## src/rtl/midi_clocked_step_sequencer_core_macros.svh

```systemverilog
// ----------------------------------------------------------------------------
// Assertion macros used by the step sequencer core.
// ----------------------------------------------------------------------------
`ifndef MIDI_CLOCKED_STEP_SEQUENCER_CORE_MACROS_SVH
`define MIDI_CLOCKED_STEP_SEQUENCER_CORE_MACROS_SVH

// Concurrent check on an explicit clock and reset
`define MCSS_ASSERT_ON(lbl, clk, rst, prop, msg) \
   lbl: assert property (@(posedge clk) disable iff (rst) prop) else $error(msg);

// Concurrent check on the block clock and reset
`define MCSS_ASSERT(lbl, prop, msg) `MCSS_ASSERT_ON(lbl, clock, reset, prop, msg)

`endif

```

## src/rtl/mcss_pkg.sv

```systemverilog
`timescale 1ns / 1ps
// ----------------------------------------------------------------------------
// mcss_pkg
// Types, codes and constants of the MIDI clocked step sequencer.
// ----------------------------------------------------------------------------
package mcss_pkg;

   // Default geometry and timing
   localparam int STAGES_DEF            = 8;
   localparam int TICKS_PER_STEP_DEF    = 6;
   localparam int TICKS_PER_QUARTER_DEF = 24;
   localparam int BEATS_PER_BAR_DEF     = 4;

   // Result queue
   localparam int QUEUE_DEPTH = 4;
   localparam int QPTR_W      = 2;
   localparam int QCNT_W      = 3;

   // Operations
   localparam logic [2:0] OP_START    = 3'd0;
   localparam logic [2:0] OP_STOP     = 3'd1;
   localparam logic [2:0] OP_CONTINUE = 3'd2;
   localparam logic [2:0] OP_CLOCK    = 3'd3;
   localparam logic [2:0] OP_EDIT     = 3'd4;

   // Edit markers
   localparam logic [3:0] MK_NOTE     = 4'd1;
   localparam logic [3:0] MK_SHARP    = 4'd2;
   localparam logic [3:0] MK_FLAT     = 4'd3;
   localparam logic [3:0] MK_OCT_UP   = 4'd4;
   localparam logic [3:0] MK_OCT_DOWN = 4'd5;
   localparam logic [3:0] MK_VEL_UP   = 4'd6;
   localparam logic [3:0] MK_VEL_DOWN = 4'd7;
   localparam logic [3:0] MK_EXTEND   = 4'd8;
   localparam logic [3:0] MK_REPEAT   = 4'd9;
   localparam logic [3:0] MK_TIE      = 4'd10;
   localparam logic [3:0] MK_LEGATO   = 4'd11;

   // Register indexes
   localparam logic [2:0] CSR_MIDI_CHANNEL  = 3'd0;
   localparam logic [2:0] CSR_RESET_MODE    = 3'd1;
   localparam logic [2:0] CSR_BASE_OCTAVE   = 3'd2;
   localparam logic [2:0] CSR_BASE_VELOCITY = 3'd3;
   localparam logic [2:0] CSR_VELOCITY_STEP = 3'd4;

   // Register reset values
   localparam logic [3:0] RST_MIDI_CHANNEL  = 4'd0;
   localparam logic [1:0] RST_RESET_MODE    = 2'd1;
   localparam logic [3:0] RST_BASE_OCTAVE   = 4'd4;
   localparam logic [6:0] RST_BASE_VELOCITY = 7'd100;
   localparam logic [6:0] RST_VELOCITY_STEP = 7'd16;

   // Position reset modes
   localparam logic [1:0] MODE_EVERY_BAR  = 2'd1;
   localparam logic [1:0] MODE_EVEN_BAR   = 2'd2;

   // Message kinds
   localparam logic KIND_OFF = 1'b0;
   localparam logic KIND_ON  = 1'b1;

   localparam logic [6:0] VEL_MAX = 7'd127;
   localparam logic [6:0] VEL_MIN = 7'd1;

   typedef struct packed {
      logic       present;
      logic [2:0] degree;
      logic [7:0] count;
      logic [7:0] accidental;
      logic [7:0] octave;
      logic [7:0] velocity;
   } pitch_type;

   typedef struct packed {
      logic [7:0] extend;
      logic [7:0] rpt;
      logic [7:0] tie;
      logic [7:0] legato;
   } timing_type;

   typedef struct packed {
      logic [2:0] operation;
      logic [2:0] edit_row;
      logic [2:0] edit_column;
      logic [3:0] edit_marker;
      logic       edit_on;
   } item_type;

   typedef struct packed {
      logic       message_kind;
      logic [3:0] channel;
      logic [7:0] note_number;
      logic [6:0] velocity;
      logic       last;
   } msg_type;

   // Semitone offset of each scale degree
   function automatic logic [7:0] scale_step(input logic [2:0] degree);
      logic [7:0] s;
      case (degree)
         3'd0:    s = 8'd0;
         3'd1:    s = 8'd2;
         3'd2:    s = 8'd4;
         3'd3:    s = 8'd5;
         3'd4:    s = 8'd7;
         3'd5:    s = 8'd9;
         3'd6:    s = 8'd11;
         default: s = 8'd12;
      endcase
      return s;
   endfunction

   // Build one message
   function automatic msg_type make_msg(input logic kind, input logic [3:0] chan,
                                        input logic [7:0] note, input logic [6:0] vel,
                                        input logic last);
      msg_type m;
      m.message_kind = kind;
      m.channel      = chan;
      m.note_number  = note;
      m.velocity     = vel;
      m.last         = last;
      return m;
   endfunction

endpackage

```

## src/rtl/mcss_req_if.sv

```systemverilog
`timescale 1ns / 1ps
// ----------------------------------------------------------------------------
// mcss_req_if
// Request channel: transport events and stage edits.
// ----------------------------------------------------------------------------
interface mcss_req_if;
   logic       valid;
   logic       ready;
   logic [2:0] operation;
   logic [2:0] edit_row;
   logic [2:0] edit_column;
   logic [3:0] edit_marker;
   logic       edit_on;

   modport source (output valid, operation, edit_row, edit_column, edit_marker, edit_on,
                   input ready);
   modport sink   (input valid, operation, edit_row, edit_column, edit_marker, edit_on,
                   output ready);
endinterface

```

## src/rtl/mcss_rsp_if.sv

```systemverilog
`timescale 1ns / 1ps
// ----------------------------------------------------------------------------
// mcss_rsp_if
// Response channel: note-on and note-off messages.
// ----------------------------------------------------------------------------
interface mcss_rsp_if;
   logic       valid;
   logic       ready;
   logic       message_kind;
   logic [3:0] channel;
   logic [7:0] note_number;
   logic [6:0] velocity;
   logic       last;

   modport source (output valid, message_kind, channel, note_number, velocity, last,
                   input ready);
   modport sink   (input valid, message_kind, channel, note_number, velocity, last,
                   output ready);
endinterface

```

## src/rtl/mcss_stage_table.sv

```systemverilog
`timescale 1ns / 1ps
// ----------------------------------------------------------------------------
// mcss_stage_table
// Per-stage pitch and timing counters, with the marker edit logic.
// ----------------------------------------------------------------------------
module mcss_stage_table #(
   parameter int STAGES = mcss_pkg::STAGES_DEF
) (
   input  logic                      clock,
   input  logic                      reset,
   input  logic                      edit_en,
   input  mcss_pkg::item_type        edit_item,
   input  logic [$clog2(STAGES)-1:0] rd_index,
   output mcss_pkg::pitch_type       rd_pitch,
   output mcss_pkg::timing_type      rd_timing
);

   localparam int SIDX_W = $clog2(STAGES);
   localparam int COL_W  = (SIDX_W > 3) ? SIDX_W : 3;

   mcss_pkg::pitch_type  pitch_ff  [STAGES];
   mcss_pkg::timing_type timing_ff [STAGES];
   mcss_pkg::pitch_type  pitch_in;
   mcss_pkg::timing_type timing_in;

   logic [COL_W-1:0]  col_wide;
   logic [SIDX_W-1:0] wr_index;
   logic              col_ok;
   logic [7:0]        inc;
   logic [7:0]        dec;
   logic              count_pos;

   assign col_wide = COL_W'(edit_item.edit_column);
   assign wr_index = col_wide[SIDX_W-1:0];
   assign col_ok   = (32'(edit_item.edit_column) < 32'(STAGES));
   assign inc      = edit_item.edit_on ? 8'h01 : 8'hFF;
   assign dec      = edit_item.edit_on ? 8'hFF : 8'h01;

   assign rd_pitch  = pitch_ff[rd_index];
   assign rd_timing = timing_ff[rd_index];

   // Apply one marker change to the addressed stage
   always_comb begin
      pitch_in  = pitch_ff[wr_index];
      timing_in = timing_ff[wr_index];
      count_pos = !pitch_in.count[7] && (pitch_in.count != 8'd0);
      unique case (edit_item.edit_marker)
         mcss_pkg::MK_NOTE: begin
            // an added note replaces the old one, so a positive count holds
            if (edit_item.edit_on) begin
               pitch_in.count  = count_pos ? pitch_in.count : pitch_in.count + 8'd1;
               pitch_in.degree = edit_item.edit_row;
            end else begin
               pitch_in.count  = pitch_in.count - 8'd1;
               pitch_in.degree = 3'd0;
            end
            pitch_in.present = edit_item.edit_on;
         end
         mcss_pkg::MK_SHARP:    pitch_in.accidental = pitch_in.accidental + inc;
         mcss_pkg::MK_FLAT:     pitch_in.accidental = pitch_in.accidental + dec;
         mcss_pkg::MK_OCT_UP:   pitch_in.octave     = pitch_in.octave + inc;
         mcss_pkg::MK_OCT_DOWN: pitch_in.octave     = pitch_in.octave + dec;
         mcss_pkg::MK_VEL_UP:   pitch_in.velocity   = pitch_in.velocity + inc;
         mcss_pkg::MK_VEL_DOWN: pitch_in.velocity   = pitch_in.velocity + dec;
         mcss_pkg::MK_EXTEND:   timing_in.extend    = timing_in.extend + inc;
         mcss_pkg::MK_REPEAT:   timing_in.rpt       = timing_in.rpt + inc;
         mcss_pkg::MK_TIE:      timing_in.tie       = timing_in.tie + inc;
         mcss_pkg::MK_LEGATO:   timing_in.legato    = timing_in.legato + inc;
         default: ;
      endcase
   end

   // Table registers, cleared on reset
   always_ff @(posedge clock) begin
      if (reset) begin
         for (int i = 0; i < STAGES; i++) begin
            pitch_ff[i]  <= '0;
            timing_ff[i] <= '0;
         end
      end else if (edit_en && col_ok) begin
         pitch_ff[wr_index]  <= pitch_in;
         timing_ff[wr_index] <= timing_in;
      end
   end

endmodule

```

## src/rtl/mcss_out_queue.sv

```systemverilog
`timescale 1ns / 1ps
// ----------------------------------------------------------------------------
// mcss_out_queue
// Small result queue: takes up to two messages a cycle, sends one a cycle while the receiver is ready.
// ----------------------------------------------------------------------------
module mcss_out_queue (
   input  logic              clock,
   input  logic              reset,
   input  logic [1:0]        push_cnt,
   input  mcss_pkg::msg_type msg_a,
   input  mcss_pkg::msg_type msg_b,
   output logic              room,
   mcss_rsp_if.source        rsp_if
);

   mcss_pkg::msg_type                 mem_ff [mcss_pkg::QUEUE_DEPTH];
   logic [mcss_pkg::QPTR_W-1:0]       wr_ptr_ff, wr_ptr_in;
   logic [mcss_pkg::QPTR_W-1:0]       rd_ptr_ff, rd_ptr_in;
   logic [mcss_pkg::QCNT_W-1:0]       count_ff, count_in;
   logic [mcss_pkg::QPTR_W-1:0]       wr_ptr_b;
   logic                              pop;
   mcss_pkg::msg_type                 head;

   // Room for a full two-message burst
   assign room     = (count_ff <= mcss_pkg::QCNT_W'(mcss_pkg::QUEUE_DEPTH - 2));
   assign pop      = rsp_if.valid && rsp_if.ready;
   assign wr_ptr_b = wr_ptr_ff + mcss_pkg::QPTR_W'(1);
   assign head     = mem_ff[rd_ptr_ff];

   assign rsp_if.valid        = (count_ff != '0);
   assign rsp_if.message_kind = head.message_kind;
   assign rsp_if.channel      = head.channel;
   assign rsp_if.note_number  = head.note_number;
   assign rsp_if.velocity     = head.velocity;
   assign rsp_if.last         = head.last;

   // Advance pointers and fill level
   always_comb begin
      wr_ptr_in = wr_ptr_ff + mcss_pkg::QPTR_W'(push_cnt);
      rd_ptr_in = pop ? rd_ptr_ff + mcss_pkg::QPTR_W'(1) : rd_ptr_ff;
      count_in  = count_ff + mcss_pkg::QCNT_W'(push_cnt)
                  - mcss_pkg::QCNT_W'(pop);
   end

   always_ff @(posedge clock) begin
      if (reset) begin
         wr_ptr_ff <= '0;
         rd_ptr_ff <= '0;
         count_ff  <= '0;
      end else begin
         wr_ptr_ff <= wr_ptr_in;
         rd_ptr_ff <= rd_ptr_in;
         count_ff  <= count_in;
      end
   end

   // Store payload
   always_ff @(posedge clock) begin
      if (push_cnt != 2'd0) begin
         mem_ff[wr_ptr_ff] <= msg_a;
      end
      if (push_cnt == 2'd2) begin
         mem_ff[wr_ptr_b] <= msg_b;
      end
   end

endmodule

```

## src/rtl/midi_clocked_step_sequencer_core.sv

```systemverilog
`timescale 1ns / 1ps
// Path: a request is captured in the input register, then processed into the result
//   queue, from which its messages transfer on the response channel.
// Throughput: one request per cycle while the result queue has room for two messages;
//   messages leave one at a time, so the four-entry result queue paces requests that cause two messages.
// Reset: synchronous, active high; clears stage table and transport state, and loads the register reset values.
// ----------------------------------------------------------------------------
// midi_clocked_step_sequencer_core
// MIDI clocked step sequencer: transport, position counters and note messages.
// ----------------------------------------------------------------------------
`include "midi_clocked_step_sequencer_core_macros.svh"

module midi_clocked_step_sequencer_core #(
   parameter int STAGES            = mcss_pkg::STAGES_DEF,
   parameter int TICKS_PER_STEP    = mcss_pkg::TICKS_PER_STEP_DEF,
   parameter int TICKS_PER_QUARTER = mcss_pkg::TICKS_PER_QUARTER_DEF,
   parameter int BEATS_PER_BAR     = mcss_pkg::BEATS_PER_BAR_DEF
) (
   input  logic       clock,
   input  logic       reset,
   mcss_req_if.sink   req_if,
   mcss_rsp_if.source rsp_if,
   input  logic       csr_wr_en,
   input  logic [2:0] csr_index,
   input  logic [6:0] csr_wdata
);

   localparam int SIDX_W  = $clog2(STAGES);
   localparam int TICK_W  = (TICKS_PER_QUARTER > 1) ? $clog2(TICKS_PER_QUARTER) : 1;
   localparam int PHASE_W = (TICKS_PER_STEP > 1) ? $clog2(TICKS_PER_STEP) : 1;
   localparam int BEAT_W  = (BEATS_PER_BAR > 1) ? $clog2(BEATS_PER_BAR) : 1;

   // Configuration registers
   logic [3:0] cfg_channel_ff;
   logic [1:0] cfg_mode_ff;
   logic [3:0] cfg_octave_ff;
   logic [6:0] cfg_base_vel_ff;
   logic [6:0] cfg_vel_step_ff;

   // Input register
   mcss_pkg::item_type in_item_ff;
   logic               in_valid_ff, in_valid_in;
   logic               req_xfer;
   logic               proc_fire;

   // Sequencer state
   logic               running_ff, running_in;
   logic               sound_valid_ff, sound_valid_in;
   logic [7:0]         sound_note_ff, sound_note_in;
   logic [SIDX_W-1:0]  stage_ff, stage_in;
   logic [7:0]         rep_ff, rep_in;
   logic [7:0]         ext_ff, ext_in;
   logic [TICK_W-1:0]  tick_ff, tick_in;
   logic [PHASE_W-1:0] phase_ff, phase_in;
   logic [BEAT_W-1:0]  beat_ff, beat_in;
   logic               parity_ff, parity_in;

   // Processing signals
   logic                 room;
   logic [1:0]           push_cnt;
   mcss_pkg::msg_type    msg_a, msg_b;
   mcss_pkg::pitch_type  cur_pitch;
   mcss_pkg::timing_type cur_timing;
   logic [SIDX_W-1:0]    stage_eff;
   logic [7:0]           rep_eff, ext_eff, ext_inc, rep_inc;
   logic                 pos_reset;
   logic                 step_now;
   logic                 play, legato, note_on, off_first, off_after;
   logic                 tick_wrap, beat_wrap;
   logic [7:0]           oct_sum, note_calc;
   logic signed [15:0]   vel_prod;
   logic signed [16:0]   vel_sum;
   logic [6:0]           vel_calc;
   logic [7:0]           vel_sig;

   // Check terms
   logic                 stop_fire;
   logic                 stalled;
   logic                 silent;

   assign req_xfer     = req_if.valid && req_if.ready;
   assign proc_fire    = in_valid_ff && room;
   assign req_if.ready = !in_valid_ff || proc_fire;

   // Configuration writes
   always_ff @(posedge clock) begin
      if (reset) begin
         cfg_channel_ff  <= mcss_pkg::RST_MIDI_CHANNEL;
         cfg_mode_ff     <= mcss_pkg::RST_RESET_MODE;
         cfg_octave_ff   <= mcss_pkg::RST_BASE_OCTAVE;
         cfg_base_vel_ff <= mcss_pkg::RST_BASE_VELOCITY;
         cfg_vel_step_ff <= mcss_pkg::RST_VELOCITY_STEP;
      end else if (csr_wr_en) begin
         unique case (csr_index)
            mcss_pkg::CSR_MIDI_CHANNEL:  cfg_channel_ff  <= csr_wdata[3:0];
            mcss_pkg::CSR_RESET_MODE:    cfg_mode_ff     <= csr_wdata[1:0];
            mcss_pkg::CSR_BASE_OCTAVE:   cfg_octave_ff   <= csr_wdata[3:0];
            mcss_pkg::CSR_BASE_VELOCITY: cfg_base_vel_ff <= csr_wdata;
            mcss_pkg::CSR_VELOCITY_STEP: cfg_vel_step_ff <= csr_wdata;
            default: ;
         endcase
      end
   end

   // Input register: hold the item until the queue has room
   assign in_valid_in = req_xfer || (in_valid_ff && !proc_fire);

   always_ff @(posedge clock) begin
      if (reset) begin
         in_valid_ff <= 1'b0;
      end else begin
         in_valid_ff <= in_valid_in;
      end
   end

   always_ff @(posedge clock) begin
      if (req_xfer) begin
         in_item_ff.operation   <= req_if.operation;
         in_item_ff.edit_row    <= req_if.edit_row;
         in_item_ff.edit_column <= req_if.edit_column;
         in_item_ff.edit_marker <= req_if.edit_marker;
         in_item_ff.edit_on     <= req_if.edit_on;
      end
   end

   // Stage table
   mcss_stage_table #(
      .STAGES (STAGES)
   ) u_table (
      .clock     (clock),
      .reset     (reset),
      .edit_en   (proc_fire && (in_item_ff.operation == mcss_pkg::OP_EDIT)),
      .edit_item (in_item_ff),
      .rd_index  (stage_eff),
      .rd_pitch  (cur_pitch),
      .rd_timing (cur_timing)
   );

   // Position reset at the start of a measure: every bar or every even bar, by reset mode
   assign step_now  = running_ff && (in_item_ff.operation == mcss_pkg::OP_CLOCK)
                      && (phase_ff == '0);
   assign pos_reset = (beat_ff == '0) && (tick_ff == '0)
                      && ((cfg_mode_ff == mcss_pkg::MODE_EVERY_BAR)
                          || ((cfg_mode_ff == mcss_pkg::MODE_EVEN_BAR) && !parity_ff));
   assign stage_eff = pos_reset ? '0 : stage_ff;
   assign rep_eff   = pos_reset ? 8'd0 : rep_ff;
   assign ext_eff   = pos_reset ? 8'd0 : ext_ff;

   // Note number, modulo 256
   assign oct_sum   = {4'd0, cfg_octave_ff} + cur_pitch.octave;
   assign note_calc = {oct_sum[4:0], 3'd0} + {oct_sum[5:0], 2'd0}
                      + mcss_pkg::scale_step(cur_pitch.degree) + cur_pitch.accidental;

   // Velocity, computed wide and clamped to 1..127
   assign vel_sig  = {1'b0, cfg_vel_step_ff};
   assign vel_prod = $signed(cur_pitch.velocity) * $signed(vel_sig);
   assign vel_sum  = $signed({vel_prod[15], vel_prod}) + $signed({10'd0, cfg_base_vel_ff});

   always_comb begin
      if (vel_sum < 17'sd1) begin
         vel_calc = mcss_pkg::VEL_MIN;
      end else if (vel_sum > 17'sd127) begin
         vel_calc = mcss_pkg::VEL_MAX;
      end else begin
         vel_calc = vel_sum[6:0];
      end
   end

   // Decide which messages this step sends
   assign play      = (cur_timing.tie[7] || (cur_timing.tie == 8'd0)) && (ext_eff == 8'd0);
   assign legato    = !cur_timing.legato[7] && (cur_timing.legato != 8'd0);
   assign note_on   = play && cur_pitch.present
                      && !cur_pitch.count[7] && (cur_pitch.count != 8'd0);
   assign off_first = play && !legato && sound_valid_ff;
   assign off_after = play && legato && sound_valid_ff;

   assign ext_inc   = ext_eff + 8'd1;
   assign tick_wrap = (tick_ff == TICK_W'(TICKS_PER_QUARTER - 1));
   assign beat_wrap = (beat_ff == BEAT_W'(BEATS_PER_BAR - 1));

   // Process one item
   always_comb begin
      running_in     = running_ff;
      sound_valid_in = sound_valid_ff;
      sound_note_in  = sound_note_ff;
      stage_in       = stage_ff;
      rep_in         = rep_ff;
      ext_in         = ext_ff;
      tick_in        = tick_ff;
      phase_in       = phase_ff;
      beat_in        = beat_ff;
      parity_in      = parity_ff;
      rep_inc        = rep_eff;
      push_cnt       = 2'd0;
      msg_a = mcss_pkg::make_msg(mcss_pkg::KIND_OFF, cfg_channel_ff, sound_note_ff,
                                 7'd0, 1'b1);
      msg_b = msg_a;

      if (proc_fire) begin
         unique case (in_item_ff.operation)
            mcss_pkg::OP_START: begin
               running_in = 1'b1;
               tick_in    = '0;
               phase_in   = '0;
               beat_in    = '0;
               parity_in  = 1'b0;
               stage_in   = '0;
            end
            mcss_pkg::OP_STOP: begin
               running_in = 1'b0;
               if (sound_valid_ff) begin
                  push_cnt       = 2'd1;
                  sound_valid_in = 1'b0;
               end
            end
            mcss_pkg::OP_CONTINUE: begin
               running_in = 1'b1;
            end
            mcss_pkg::OP_CLOCK: begin
               if (running_ff) begin
                  if (step_now) begin
                     // messages: off before on, or on before off for legato
                     if (off_first) begin
                        sound_valid_in = 1'b0;
                        if (note_on) begin
                           msg_a.last = 1'b0;
                           msg_b = mcss_pkg::make_msg(mcss_pkg::KIND_ON, cfg_channel_ff,
                                                      note_calc, vel_calc, 1'b1);
                           push_cnt = 2'd2;
                        end else begin
                           push_cnt = 2'd1;
                        end
                     end else if (note_on) begin
                        msg_a = mcss_pkg::make_msg(mcss_pkg::KIND_ON, cfg_channel_ff,
                                                   note_calc, vel_calc, !off_after);
                        push_cnt = off_after ? 2'd2 : 2'd1;
                     end else if (off_after) begin
                        push_cnt = 2'd1;
                     end
                     if (note_on) begin
                        sound_valid_in = 1'b1;
                        sound_note_in  = note_calc;
                     end

                     // advance extension, repeat and stage positions
                     ext_in = ext_inc;
                     if ($signed({1'b0, ext_inc}) >
                         $signed({cur_timing.extend[7], cur_timing.extend})) begin
                        ext_in  = 8'd0;
                        rep_inc = rep_eff + 8'd1;
                     end
                     rep_in   = rep_inc;
                     stage_in = stage_eff;
                     if ($signed({1'b0, rep_inc}) >
                         $signed({cur_timing.rpt[7], cur_timing.rpt})) begin
                        rep_in   = 8'd0;
                        stage_in = (stage_eff == SIDX_W'(STAGES - 1)) ?
                                   '0 : stage_eff + SIDX_W'(1);
                     end
                  end

                  // tick, beat and measure counters
                  if (tick_wrap) begin
                     tick_in  = '0;
                     phase_in = '0;
                     beat_in  = beat_wrap ? '0 : beat_ff + BEAT_W'(1);
                     if (beat_wrap) begin
                        parity_in = !parity_ff;
                     end
                  end else begin
                     tick_in  = tick_ff + TICK_W'(1);
                     phase_in = (phase_ff == PHASE_W'(TICKS_PER_STEP - 1)) ?
                                '0 : phase_ff + PHASE_W'(1);
                  end
               end
            end
            default: ;
         endcase
      end
   end

   // Sequencer state registers
   always_ff @(posedge clock) begin
      if (reset) begin
         running_ff     <= 1'b0;
         sound_valid_ff <= 1'b0;
         sound_note_ff  <= 8'd0;
         stage_ff       <= '0;
         rep_ff         <= 8'd0;
         ext_ff         <= 8'd0;
         tick_ff        <= '0;
         phase_ff       <= '0;
         beat_ff        <= '0;
         parity_ff      <= 1'b0;
      end else begin
         running_ff     <= running_in;
         sound_valid_ff <= sound_valid_in;
         sound_note_ff  <= sound_note_in;
         stage_ff       <= stage_in;
         rep_ff         <= rep_in;
         ext_ff         <= ext_in;
         tick_ff        <= tick_in;
         phase_ff       <= phase_in;
         beat_ff        <= beat_in;
         parity_ff      <= parity_in;
      end
   end

   // Result queue
   mcss_out_queue u_queue (
      .clock    (clock),
      .reset    (reset),
      .push_cnt (push_cnt),
      .msg_a    (msg_a),
      .msg_b    (msg_b),
      .room     (room),
      .rsp_if   (rsp_if)
   );

   // Terms used by the checks
   assign stop_fire = proc_fire && (in_item_ff.operation == mcss_pkg::OP_STOP);
   assign stalled   = in_valid_ff && !proc_fire;
   assign silent    = !sound_valid_ff && !running_ff;

   // Checks
   `MCSS_ASSERT(a_push_only_on_fire, (push_cnt != 2'd0) |-> proc_fire, "push without room")
   `MCSS_ASSERT(a_pair_last, (push_cnt == 2'd2) |-> (msg_b.last && !msg_a.last), "bad last flag")
   `MCSS_ASSERT(a_stop_silences, stop_fire |=> silent, "stop left note sounding")
   `MCSS_ASSERT(a_stall_holds, stalled |=> in_valid_ff && $stable(in_item_ff), "stalled item lost")
   `MCSS_ASSERT(a_stage_range, 32'(stage_ff) < 32'(STAGES), "stage position out of range")

endmodule
```

## src/flat_wrapper.sv

```systemverilog
// flat-port wrapper written by rule: the top's interface ports become plain ports
module midi_clocked_step_sequencer_core_flat 
#(
   parameter int STAGES            = mcss_pkg::STAGES_DEF,
   parameter int TICKS_PER_STEP    = mcss_pkg::TICKS_PER_STEP_DEF,
   parameter int TICKS_PER_QUARTER = mcss_pkg::TICKS_PER_QUARTER_DEF,
   parameter int BEATS_PER_BAR     = mcss_pkg::BEATS_PER_BAR_DEF
)
  (clock, reset, csr_wr_en, csr_index, csr_wdata, req_if_valid, req_if_operation, req_if_edit_row, req_if_edit_column, req_if_edit_marker, req_if_edit_on, req_if_ready, rsp_if_valid, rsp_if_message_kind, rsp_if_channel, rsp_if_note_number, rsp_if_velocity, rsp_if_last, rsp_if_ready);
  mcss_req_if req_if_i ();
  mcss_rsp_if rsp_if_i ();
  input  logic clock;
  input  logic reset;
  input  logic csr_wr_en;
  input  logic [2:0] csr_index;
  input  logic [6:0] csr_wdata;
  input wire logic [$bits(req_if_i.valid)-1:0] req_if_valid;
  input wire logic [$bits(req_if_i.operation)-1:0] req_if_operation;
  input wire logic [$bits(req_if_i.edit_row)-1:0] req_if_edit_row;
  input wire logic [$bits(req_if_i.edit_column)-1:0] req_if_edit_column;
  input wire logic [$bits(req_if_i.edit_marker)-1:0] req_if_edit_marker;
  input wire logic [$bits(req_if_i.edit_on)-1:0] req_if_edit_on;
  output wire logic [$bits(req_if_i.ready)-1:0] req_if_ready;
  output wire logic [$bits(rsp_if_i.valid)-1:0] rsp_if_valid;
  output wire logic [$bits(rsp_if_i.message_kind)-1:0] rsp_if_message_kind;
  output wire logic [$bits(rsp_if_i.channel)-1:0] rsp_if_channel;
  output wire logic [$bits(rsp_if_i.note_number)-1:0] rsp_if_note_number;
  output wire logic [$bits(rsp_if_i.velocity)-1:0] rsp_if_velocity;
  output wire logic [$bits(rsp_if_i.last)-1:0] rsp_if_last;
  input wire logic [$bits(rsp_if_i.ready)-1:0] rsp_if_ready;
  assign req_if_i.valid = req_if_valid;
  assign req_if_i.operation = req_if_operation;
  assign req_if_i.edit_row = req_if_edit_row;
  assign req_if_i.edit_column = req_if_edit_column;
  assign req_if_i.edit_marker = req_if_edit_marker;
  assign req_if_i.edit_on = req_if_edit_on;
  assign req_if_ready = req_if_i.ready;
  assign rsp_if_valid = rsp_if_i.valid;
  assign rsp_if_message_kind = rsp_if_i.message_kind;
  assign rsp_if_channel = rsp_if_i.channel;
  assign rsp_if_note_number = rsp_if_i.note_number;
  assign rsp_if_velocity = rsp_if_i.velocity;
  assign rsp_if_last = rsp_if_i.last;
  assign rsp_if_i.ready = rsp_if_ready;
  midi_clocked_step_sequencer_core #(.STAGES(STAGES), .TICKS_PER_STEP(TICKS_PER_STEP), .TICKS_PER_QUARTER(TICKS_PER_QUARTER), .BEATS_PER_BAR(BEATS_PER_BAR)) u_core (.clock(clock), .reset(reset), .req_if(req_if_i), .rsp_if(rsp_if_i), .csr_wr_en(csr_wr_en), .csr_index(csr_index), .csr_wdata(csr_wdata));
endmodule
```

## config.mk

```make
export PLATFORM = sky130hd
export DESIGN_NAME = midi_clocked_step_sequencer_core_flat
export DESIGN_NICKNAME = d
export VERILOG_FILES = /design/src/rtl/mcss_pkg.sv /design/src/rtl/mcss_req_if.sv /design/src/rtl/mcss_rsp_if.sv /design/src/rtl/mcss_stage_table.sv /design/src/rtl/mcss_out_queue.sv /design/src/rtl/midi_clocked_step_sequencer_core.sv /design/src/flat_wrapper.sv
export VERILOG_INCLUDE_DIRS = /design/src /design/src/rtl
export SDC_FILE = /design/constraint.sdc
export NUM_CORES = 2
export LEC_CHECK = 0
export BUFFER_PORTS_ARGS = -buffer_cell sky130_fd_sc_hd__buf_2
export CORE_MARGIN = 2
export CORE_UTILIZATION = 45
export DETAILED_ROUTE_END_ITERATION = 10
export GPL_ROUTABILITY_DRIVEN = 0
export PLACE_DENSITY = 0.62
export SLEW_MARGIN = 10
export SYNTH_ARGS = -nofsm -noshare
export SYNTH_HDL_FRONTEND = slang
export SYNTH_SLANG_ARGS = --single-unit
```

## constraint.sdc

```tcl
create_clock -name clock -period 9.05 [get_ports clock]
set_clock_uncertainty 0.1 [all_clocks]
set_input_delay 1.81 -clock clock [delete_from_list [all_inputs] [get_ports clock]]
set_output_delay 1.81 -clock clock [all_outputs]
set_load 0.05 [all_outputs]
```

Word-level counts from Yosys, hierarchy flattened

Memory sizes are Yosys's and may differ from the RTL's. A register that Yosys moved wholly into a read port is not among the register bits.
Cells that the tools add are included.

Equality and inequality tests: 37
Multipliers: 1
Order comparisons: 5
Reductions and logical operators: 64
Add/sub/neg operators: 28
Muxes and demuxes: 94

Operator list:

| cell                                                                  | number |
|---|---|
| 21-bit two-way mux                                                    | 11 |
| 8-bit two-way mux                                                     | 16 |
| 8-bit adder                                                           | 12 |
| 8-bit case mux with 2 select lines                                    | 3 |
| 3-bit two-way mux                                                     | 12 |
| 36-bit two-way mux                                                    | 1 |
| 36-bit OR reduction                                                   | 1 |
| 32-bit two-way mux                                                    | 1 |
| 32-bit OR reduction                                                   | 1 |
| 4-bit case mux with 7 select lines                                    | 1 |
| 8-bit by 1-bit adder with 8-bit output, second input constant         | 3 |
| 2-bit two-way mux                                                     | 12 |
| 8-bit nonzero test                                                    | 3 |
| 1-bit two-way mux                                                     | 22 |
| 3-bit equality test, second input constant                            | 7 |
| 1-bit logical AND                                                     | 20 |
| 20-bit two-way mux                                                    | 1 |
| 3-bit by 2-bit equality test with 1-bit output, second input constant | 6 |
| 9-bit by 8-bit > comparator with 1-bit output                         | 2 |
| 16-bit by 8-bit adder with 17-bit output                              | 1 |
| 17-bit by 8-bit > comparator with 1-bit output, second input constant | 1 |
| 17-bit by 2-bit < comparator with 1-bit output, second input constant | 1 |
| 4-bit by 3-bit equality test with 1-bit output, second input constant | 4 |
| 4-bit equality test, second input constant                            | 4 |
| 40 further kinds                                                      | 83 |

Memory bits (writable): 628
Input port bits: 29
Memories kept: 3
Bits in registers: 86
Output and inout bits: 23
Word-level logic and storage cells: 256

Memories:

| memory                   | depth | width | rd ports | clocked after memory_dff | write ports | line                   | text |
|---|---|---|---|---|---|---|---|
| u_core.u_table.pitch_ff  | 8     | 36    | 2        | 1                        | 8           | mcss_stage_table.sv:21 | `mcss_pkg::pitch_type pitch_ff [STAGES];` |
| u_core.u_table.timing_ff | 8     | 32    | 2        | 1                        | 8           | mcss_stage_table.sv:22 | `mcss_pkg::timing_type timing_ff [STAGES];` |
| u_core.u_queue.mem_ff    | 4     | 21    | 1        | 1                        | 2           | mcss_out_queue.sv:16   | `mcss_pkg::msg_type mem_ff [mcss_pkg::QUEUE_DEPTH];` |

Logic depth before layout (Yosys ltp)

An unclocked memory read counts as a cell.

Depth in word-level cells: 21
Depth in mapped cells: 35
Depth with buffers taken out: 31

Hierarchy

A second synthesis with hierarchy kept.

Cells, all modules: 3628
Area total of the unflattened synthesis: 43287.8 um2

By module, submodules not included:

| module                           | area each (um2) | cells an instance | times used | sequential area each (um2) |
|---|---|---|---|---|
| mcss_stage_table                 | 30787.0         | 2422              | 1          | 16335.7 |
| midi_clocked_step_sequencer_core | 7891.3          | 952               | 1          | 1721.7 |
| mcss_out_queue                   | 4609.4          | 254               | 1          | 2702.6 |

Least setup slack after synthesis

OpenSTA, ideal clock, no wires.

Path kind: register -> register
From: reg u_core.beat_ff[0]
To: mem u_core.u_queue.mem_ff[1][1] in the netlist's numbering, data pin
Slack: 1.461 ns
Period minus slack after synthesis: 7.589 ns
Required time: 8.694 ns
Setup time: 0.256 ns
Cell stages (with the launch flop): 29
Arrival time: 7.233 ns
Buffers on the path: 3
Cells stage by stage: dfxtp_1 > inv_1 > ha_1 > nor2b_1 > o2111ai_2 > buf_2 > nand2_2 > clkbuf_1 > clkbuf_1 > nand2_1 > a31oi_1 > a21oi_1 > o21ai_0 > nand2_1 > fa_1 > inv_1 > fa_1 > fa_1 > inv_1 > fa_1 > inv_1 > ha_1 > o31ai_1 > a211oi_1 > o21ai_0 > a21o_1 > a2111oi_0 > and3_1 > nor2_1

RTL lines:

| element                | line                                    | text |
|---|---|---|
| start, declared        | midi_clocked_step_sequencer_core.sv:55  | `logic [BEAT_W-1:0] beat_ff, beat_in;` |
| start signal, assigned | midi_clocked_step_sequencer_core.sv:304 | `beat_ff <= beat_in;` |
| end, declared          | mcss_out_queue.sv:16                    |  |

==> summary.md <==
| Metric | Value |
|---|---|
| Run status | `complete, no violations` |
| RSZ-0062 raised after global routing | `no` |
| # Post-CTS Setup Buffers | `0` |
| Core Box Area | `88100 µm²` |
| Reg2Reg Setup Slack | `a little over 1000 ps` |
| Gr usage total | `0.2446` |
| Post-Syn Area | `39940 µm²` |
| M3 GR Usage | `0.03426` |
| Routed wire length | `around 110000 µm` |
| Drt drc | `0` |
| Gr busiest metal | `met2` |
| Via count | `between 20000 and 30000` |
| Post-synth ARST share | `0` |
| CTS Buf Count | `just under 80` |
| Vias in the first global route | `between 20000 and 30000` |
| Area Growth Syn to Fin | `9.987%` |
| Clk slew on worst S/H paths | `approximately 60 ps` |
| Total power | `roughly 8.5 mW` |
| Maxcap violations | `0` |
| Fillers | `~7900` |
| Worst-margin pin slew | `between 1000 and 1500 ps` |
| Minimum clock period | `8033 ps` |
| Worst EP required | `9330 ps` |
| Post-route ant nets | `0` |
| Max transition margin | `0.2312` |
| Hold Path Sink | `u_core.rep_ff[5]` |
| Largest net degree at the start of global routing | `77` |
| Synth Register Bits | `between 700 and 800` |
| Share of post-route cells with drive strength above 1 | `0.1333` |
| PortBufs | `51` |
| R2r endpoint | `u_core.u_queue.mem_ff[2][4]` |
| Static leakage | `between 15 and 20 nW` |
| Max-slew violations | `0` |
| Hold Path Stages | `1` |
| Hold Startpoint | `u_core.rep_ff[5]` |
| Peak supply drop | `roughly 0.21 mV` |
| Sequential area share after synthesis | `0.5083` |
| Hold Vio Cnt, Final | `0` |
| Arrival time worst endpoint | `between 8000 and 9000 ps` |
| Clk Latency, worst-skew pair | `650 ps` |
| Core Util, Final | `0.4986` |
| HPWL Detailed | `68880 µm` |
| Final net count | `between 3000 and 4000` |
| Met2 GRT Util | `0.4166` |
| Global-route wire length before repair | `169800 µm` |
| Critical Path End Type | `flop` |
| Yosys warns | `0` |
| Top_reg_cell synth | `edfxtp_1` |
| Fmax | `roughly 120 MHz` |
| Routing usage on met1 | `0.3302` |
| CTS Buffer Depth | `3` |
| Pwr per Cell Area | `just under 200 nW/µm²` |
| Worst Hold Class | `reg2reg` |
| Worst Setup Start Kind | `flop` |
| Row count | `109` |
| CP Max Fanout | `between 40 and 50` |
| Root Driver | `clkbuf_16` |
| Worst hold slack | `349.1 ps` |
| Gr ovfl total | `0` |
| EDFF count, synth | `622` |
| DR pass1 iterations | `6` |
| Cells on worst reg2reg path | `24` |
| Hold_buf cts | `0` |
| Worst r2r src | `u_core.beat_ff[0]` |
| Mapped Avg Cell Area | `~11 µm²` |
| Syn Nets | `around 3800` |
| Final period util | `0.8876` |
| TritonCTS clock tree | `yes` |
| Antenna violations before repair | `0` |
| Die ar. | `approximately 91000 µm²` |
| Die X | `roughly 300 µm` |
| Initial DRC count | `2882` |
| H-tree levels | `3` |
| Starting density of the core | `0.4533` |
| Die H | `301.9 µm` |
| CP Class | `reg2reg` |
| # clock sinks | `roughly 700` |
| Post-Syn Instances | `3612` |
| WL/cell | `23.01 µm` |
| Setup violations, final | `0` |
| Io pins | `52` |
| Synth cell types | `slightly above 90` |
| Cts repair resizes | `0` |
| Antenna cell count | `0` |
| Vias/cell | `about 5.9` |
| Setup TNS Final | `0 ps` |
==> report_power, final <==
group / total (mW) / internal [mW] / switching [mW]
registers: 3.73 / 3.63 / 0.103
logic: 1.70 / 0.649 / 1.05
clock network: 3.09 / 1.75 / 1.33
total: 8.51 / 6.03 / 2.48
==> logic make-up after synthesis <==
family,after synthesis,share of synthesized area
and+or+nand+nor,1535,0.1687
DFF,703,0.5083
AOI/OAI and AO/OA,450,0.07155
buffers and inverters,356,0.03474
muxes,272,0.1201
adders and majority gates,197,0.07487
xor gates and xnor gates,99,0.02171
==> routing by layer <==
| layer | up-vias | share of wire |
|---|---|---|
| li1 | 12974 | - |
| met1 | 14230 | 0.41 |
| met2 | 1163 | 0.49 |
| met3 | 182 | 0.071 |
| met4 | 0 | 0.023 |
| met5 | - | 0 |
==> how the worst max path moves through the flow <==
stage,startpoint,end,slack (ps)
3_3_place_gp,u_core.beat_ff[0],u_core.u_queue.mem_ff[1][2],1290
6_report,u_core.beat_ff[0],u_core.u_queue.mem_ff[2][4],1020
4_1_cts,u_core.cfg_mode_ff[1],u_core.u_queue.mem_ff[2][3],1110
2_1_floorplan,u_core.beat_ff[0],u_core.u_queue.mem_ff[1][1],1460
3_5_place_dp,u_core.beat_ff[0],u_core.u_queue.mem_ff[2][3],1100
5_1_grt,u_core.beat_ff[0],u_core.u_queue.mem_ff[2][3],530
==> synthesized netlist by cell type, drive strengths merged (12+ instances only) <==
cell type / n / area share
fa: 70 / 0.035
mux2i: 59 / 0.015
a22o: 19 / 0.0042
ha: 127 / 0.040
a31oi: 54 / 0.0085
nor2: 678 / 0.064
a211oi: 28 / 0.0056
a21oi: 139 / 0.017
and3: 26 / 0.0041
dfxtp: 81 / 0.041
nand2b: 36 / 0.0056
nor3: 59 / 0.0075
and2: 60 / 0.0094
buf: 65 / 0.0074
xnor2: 66 / 0.014
nor3b: 12 / 0.0025
inv: 153 / 0.014
clkbuf: 137 / 0.013
nand3: 124 / 0.016
edfxtp: 622 / 0.47
nor4: 28 / 0.0044
nor2b: 41 / 0.0064
mux4: 160 / 0.090
a21o: 21 / 0.0039
or4: 14 / 0.0027
mux2: 53 / 0.015
o21ai: 106 / 0.014
nand2: 415 / 0.039
xor2: 33 / 0.0072
==> state kept, by name, summed over array words and instances (netlist names), 2 cells and up, named ones only <==
name / count
u_core.u_table.pitch_ff: 272
u_core.u_table.timing_ff: 256
u_core.u_queue.mem_ff: 84
u_core.in_item_ff: 14
u_core.ext_ff: 8
u_core.rep_ff: 8
u_core.sound_note_ff: 8
u_core.cfg_base_vel_ff: 7
u_core.cfg_vel_step_ff: 7
u_core.tick_ff: 5
u_core.cfg_channel_ff: 4
u_core.cfg_octave_ff: 4
u_core.phase_ff: 3
u_core.stage_ff: 3
u_core.u_queue.count_ff: 3
u_core.beat_ff: 2
u_core.cfg_mode_ff: 2
u_core.u_queue.rd_ptr_ff: 2
u_core.u_queue.wr_ptr_ff: 2
==> cells in the final DEF, fill, tap and decap left out, drive strengths merged, types with 28 or more instances in the layout <==
cell,n
mux2,53
dfxtp,81
xor2,33
a31oi,54
inv,158
ha,127
a21oi,139
a211oi,28
fa,70
and2,60
mux4,160
clkbuf,110
nor2b,41
nor2,678
clkinv,29
nand2b,36
xnor2,66
edfxtp,622
o21ai,106
nor4,28
nor3,59
nand3,124
mux2i,59
buf,105
nand2,415
==> layout make-up <==
type / instances / area (µm²) / share of cell area
sequential: 703 / 20320 / 0.4625
timing repair buffer: 105 / 685.7 / 0.01561
clock inverter: 36 / 304.0 / 0.006921
tap: 1165 / 1458 / 0.03318
clock buffer: 110 / 2145 / 0.04882
inverter: 154 / 578.1 / 0.01316
multi-input combinational: 2553 / 18440 / 0.4198
==> critical path: stages, from the launching register on <==
cell and delay [ps]:
dfxtp_1 350, inv_1 60, ha_1 190, nor2b_1 150
o2111ai_2 240, buf_4 410, nand2_4 400, o21ai_0 960
nand2_1 170, fa_1 520, inv_1 50, fa_1 500
fa_1 540, inv_1 50, fa_1 530, inv_1 40
ha_1 390, o31ai_1 140, a211oi_1 580, o21ai_0 210
a21o_1 210, a2111oi_1 380, buf_4 210, nor2b_1 270
nor2_1 90
==> stage by stage <==
| step | std cells | cell area, µm² | setup slack [ps] |
|---|---|---|---|
| 6_report | 4826 | 43930 | 1017 |
| 5_1_grt | 4826 | 43930 | 531.0 |
| 4_1_cts | 4826 | 43920 | 1105 |
| 3_5_place_dp | 4680 | 41470 | 1103 |
| 3_3_place_gp | 4680 | 41470 | 1286 |
| 2_1_floorplan | 3612 | 39940 | 1461 |
Power figures use the tool's default switching activity.
